**src/rtl/mvsf_pkg.sv**
```systemverilog
// shared types, codes and helpers for the memory value search filter
// no dependencies
package mvsf_pkg;

    typedef enum logic [1:0] {
        FUNC_WRITE = 2'd0,
        FUNC_SNAP  = 2'd1,
        FUNC_CMP   = 2'd2,
        FUNC_READ  = 2'd3
    } func_t;

    typedef enum logic [2:0] {
        REL_EQ = 3'd0,
        REL_LT = 3'd1,
        REL_LE = 3'd2,
        REL_GT = 3'd3,
        REL_GE = 3'd4,
        REL_NE = 3'd5
    } rel_t;

    typedef enum logic [1:0] {
        MODE_NIBBLE = 2'd0,
        MODE_BYTE   = 2'd1,
        MODE_HALF   = 2'd2,
        MODE_WORD   = 2'd3
    } size_mode_t;

    localparam logic [1:0] REG_SIZE_MODE = 2'd0;
    localparam logic [1:0] REG_USE_LAST  = 2'd1;
    localparam logic [1:0] REG_BANK_SIZE = 2'd2;

    localparam logic [1:0]  SIZE_MODE_RST = 2'd2;
    localparam logic        USE_LAST_RST  = 1'b1;
    localparam logic [16:0] BANK_SIZE_RST = 17'd65536;

    // index of the last byte of one entry
    function automatic logic [1:0] last_byte(input logic [1:0] mode);
        unique case (mode)
            MODE_HALF: last_byte = 2'd1;
            MODE_WORD: last_byte = 2'd3;
            default:   last_byte = 2'd0;
        endcase
    endfunction

    // log2 of the address step between entries
    function automatic logic [1:0] step_shift(input logic [1:0] mode);
        unique case (mode)
            MODE_HALF: step_shift = 2'd1;
            MODE_WORD: step_shift = 2'd2;
            default:   step_shift = 2'd0;
        endcase
    endfunction

endpackage

```
**src/rtl/mvsf_rel_unit.sv**
```systemverilog
// shared unsigned relation unit used by every compare step
// depends on mvsf_pkg
module mvsf_rel_unit (
    input  logic [2:0]  kind,
    input  logic [31:0] x,
    input  logic [31:0] y,
    output logic        pass
);
    import mvsf_pkg::*;

    always_comb begin
        unique case (kind)
            REL_EQ:  pass = (x == y);
            REL_LT:  pass = (x < y);
            REL_LE:  pass = (x <= y);
            REL_GT:  pass = (x > y);
            REL_GE:  pass = (x >= y);
            REL_NE:  pass = (x != y);
            default: pass = 1'b0;
        endcase
    end
endmodule

```
**config.mk**
```make
export PLATFORM = sky130hd
export DESIGN_NAME = mvsf_rel_unit
export DESIGN_NICKNAME = d
export VERILOG_FILES = /design/src/rtl/mvsf_pkg.sv /design/src/rtl/mvsf_rel_unit.sv
export SDC_FILE = /design/constraint.sdc
export NUM_CORES = 1
export LEC_CHECK = 0
export ABC_AREA = 1
export BUFFER_PORTS_ARGS = -buffer_cell sky130_fd_sc_hd__buf_4
export CAP_MARGIN = 5
export CORE_UTILIZATION = 44
export DETAILED_ROUTE_END_ITERATION = 6
export PLACE_DENSITY = 0.94
export SLEW_MARGIN = 20
export SYNTH_ARGS = -nofsm -noshare
export SYNTH_HDL_FRONTEND = slang
export SYNTH_SLANG_ARGS = --single-unit
```
**constraint.sdc**
```tcl
create_clock -name vclk -period 2.1
set_clock_uncertainty 0.1 [all_clocks]
set_input_delay 0.315 -clock vclk [all_inputs]
set_output_delay 0.315 -clock vclk [all_outputs]
set_load 0.05 [all_outputs]
```
==> results of run 1 <==
-- synthesized netlist by cell type --
master	number	share of area, %
nand2_2	2	1.3
nand4_1	1	0.63
o21a_1	2	1.5
nand3_1	4	2.0
a21oi_1	14	7.0
clkinv_1	1	0.38
inv_1	40	15
nor2_1	11	4.1
or2_2	1	0.63
a21o_1	1	0.75
ha_1	32	40
inv_2	2	0.75
nor2_4	1	1.1
nor2_2	2	1.3
nor3_2	1	1.0
nor2b_2	1	0.88
nor3_4	1	1.6
nor3_1	1	0.50
o21ai_0	2	1.0
nand3_2	2	2.0
nand2_1	44	17
-- per-layer routing --
metal  GRT usage, %  GRT overflow
met5              0             0
met2          101.6            49
met4          92.38            24
met3          34.57             0
met1          66.06             0
-- kinds of logic after synthesis --
family | count (synthesis)
AOI/OAI and AO/OA | 19
adders and majority gates | 32
buffers and inverters | 43
and+or+nand+nor | 72
-- through the flow --
step / hold slack, ns / cell area, um^2 / worst slack [ns]
3_5_place_dp: 1.032 / 1554 / -0.1295
3_3_place_gp: 1.028 / 1554 / -0.1086
2_1_floorplan: 0.8618 / 1002 / 0.07892
4_1_cts: 1.016 / 1843 / -0.1097
-- timing repair --
| action | 4_1_cts |
|---|---|
| cloned | 0 |
| resized for setup | 54 |
| pin swaps | 31 |
| buffers inserted | 2 |
| endpoints found under the hold margin | 0 |
| setup endpoints to repair | 1 |
==> results.cfg, run 1 <==
[global_route]
overflow = 73
grt_start_max_net_pins = 5
track_usage_pct = 71.37

[synth]
synth-simple-area-share_pct = 33.54
synth_xor_area_share_pct = 0
synth_compound_gate_area_share_pct = 10.26
avgSynthCellArea_um2 = 6.022
ys_warn_count = 0
synth_top_family_by_area = adder cells
postSynthCellCount = 166
yosysSeqAreaShare_pct = 0
synth.distinct_cells = 21
synth_adder_area_share_pct = 40.05
syn-num-nets = 265
syn_area_um2 = 999.7
synth.area.mux_share_pct = 0

[timing]
worst-ep-kind = top-level output
crit_endpoint = pass

[status]
outcome = stopped before the end
stop_stage = global routing (5_1_grt)
error_message = [ERROR GRT-0232] Routing congestion too high. Check the congestion heatmap in the GUI.

[clocking]
cts_hold_buf = 0

[floorplan]
num_rows = 16
pin_count = 68
die_y_um = 49.67
start_util_pct = 48.96
die_w_um = 49.67

[place]
dp_hpwl_mm = 2.013
placedCellCount = 262
routabilityCongestion = 0.8368
port_buffers = 68
==> inputs of run 2 (changes only) <==
--- a/config.mk
+++ b/config.mk
@@ -8,9 +8,10 @@
 export ABC_AREA = 1
 export BUFFER_PORTS_ARGS = -buffer_cell sky130_fd_sc_hd__buf_4
 export CAP_MARGIN = 5
-export CORE_UTILIZATION = 44
+export CORE_AREA = 2 2 63 65
 export DETAILED_ROUTE_END_ITERATION = 6
-export PLACE_DENSITY = 0.94
+export DIE_AREA = 0 0 65 67
+export PLACE_DENSITY_LB_ADDON = 0.15
 export SLEW_MARGIN = 20
 export SYNTH_ARGS = -nofsm -noshare
 export SYNTH_HDL_FRONTEND = slang
==> results.cfg, run 2 <==
[route]
drt_iter0_markers = 7
drtPass1Iterations = 4
wirelength_mm = 2.549
drc_errors = 0
final_antenna_net_count = 0
via_count = 1229
wl_per_cell_um = 8.944
vias_per_cell = 4.312

[place]
dp_hpwl_mm = 2.046
port_buffers = 68
placedCellCount = 284
dp_slack_ns = -0.1659
routabilityCongestion = 0.7187

[finish]
finalNetCount = 338
final_util_pct = 53.92
layout_commonest_cell = buf_4
fin_cells = 285
area_growth_pct = 94.49
n_fill_cell = 358
drive_gt1_share_pct = 53.16
diodes = 0
mostFrequentLayoutCells = 55 x buf_4, 35 x nand2_1, 28 x inv_1, 16 x ha_1, 16 x ha_4
flops_and_latches = 0
seqCellArea_um2 = 0
clkbuf_count = 0

[floorplan]
die_area_mm2 = 0.004355
core_mm2 = 0.003606
num_rows = 22
start_util_pct = 27.72
pin_count = 68
die_w_um = 65
die_y_um = 67

[timing]
clock.fmax_mhz = 441.7
fin_crit_sh_pct = 107.8
worst_pin_slew_ns = 0.1960
rsz0062_at_grt = yes
slew_headroom_pct = 86.80
setup_slack_ns = -0.1638
fin_crit_ns = 2.264
setup_violations = 1
hold_viol = 0
drv_slew = 0

[status]
failed_checks = setup timing
outcome = complete, but fails checks

[global_route]
antenna_found_initial = 0
grt_pass1_vias = 1221
grt_start_max_net_pins = 5
track_usage_pct = 12.33
overflow = 0
grt_pass1_wl_mm = 4.512

[synth]
postSynthCellCount = 166
yosysTopAreaCellShare_pct = 40.05
syn_area_um2 = 999.7
syn-num-nets = 265
synthTopCellsByArea = ha_1 40%, nand2_1 17%, inv_1 15%
synth.distinct_cells = 21
yosysMostFrequentCell = nand2_1
yosysSeqAreaShare_pct = 0
ys_top_cells_by_count = 44 x nand2_1, 40 x inv_1, 32 x ha_1, 14 x a21oi_1, 11 x nor2_1
yosysTopAreaCell = ha_1
avgSynthCellArea_um2 = 6.022
ys_warn_count = 0

[critical_path]
max_stage_delay_ns = 0.28
slowest_stage = ha_4
crit_top_cell = nand2_2
cp-end-kind = output port
crit_chain = buf_6, inv_2, ha_4, nand2_4, nor2_4, nand3_2, nor3_4, nand2_2, nand2_1, nand2_1, inv_2, nand2_2, nor2_2, nand2_2, buf_8
path_max_fanout = 3
crit_type = in -> out
crit_path_start_kind = input port
cp.arrival_ns = 1.85
cp_data_required_time_ns = 1.68

[pwr]
p_per_area_mw_per_mm2 = 196.2
ir_worst_vdd_v = 0.00008729
p_leak_nw = 1.058

[worst_hold_path]
hold_path_class = in -> out

[run]
maxCapViolCount = 0
[run 2: kinds of logic after synthesis]
family | count (synthesis) | synth area share (%)
AO/OA/AOI/OAI | 19 | 10.26
adder cells (fa/ha/maj) | 32 | 40.05
buffers and inverters | 43 | 16.14
AND/OR/NAND/NOR | 72 | 33.54
[run 2: metal layers]
| layer | vias to the layer above | track usage, % | wire [um] |
|---|---|---|---|
| met1 | 528 | 13.33 | 1028 |
| met4 | 0 | 0 | 0 |
| met3 | 0 | 1.858 | 231 |
| met2 | 39 | 26.16 | 1289 |
| met5 | - | 0 | 0 |
| li1 | 662 | - | - |
[run 2: layout make-up]
class,count,area (um^2),share of cell area (%)
inverters,43,163.9,8.430
well taps,48,60.06,3.089
repair buffers,71,596.8,30.70
multi-input cells,123,1124,57.79
[run 2: timing repair]
item                       4_1_cts  5_1_grt
hold buffers                     0        0
gates cloned                     0        0
gates resized for setup         57       12
setup endpoints to repair        1        1
pin swaps                       32        8
buffers inserted                 1        0
[run 2: path summary, 6_finish.rpt]
kind	from	endpoint	slack, ns	cells past startpoint
setup / recovery	y[29]	pass	-0.16	15
hold / removal	kind[0]	pass	1.02	7
[run 2: critical path: cells and delay by family]
family,cells,cell delay [ns]
buffers and inverters,4,0.30
and+or+nand+nor,10,0.95
adders and majority gates,1,0.28
[run 2: per-stage QoR]
step                instance area (um^2)  TNS [ns]  hold WS, ns  power [mW]
floorplan                           1002         0       0.8618      0.1501
global placement                    1588   -0.1447        1.041      0.2818
detailed placement                  1588   -0.1659        1.041      0.2819
CTS                                 1903   -0.1123        1.030      0.3694
global route                        1944   -0.3048        1.077      0.4332
finish                              1944   -0.1638        1.019      0.3816
[run 2: power breakdown]
group          switching [mW]  internal (mW)  total (mW)
Combinational           0.167          0.214       0.382
Clock                       0              0           0
Sequential                  0              0           0
Note: power is estimated with default switching activity, not from simulation.
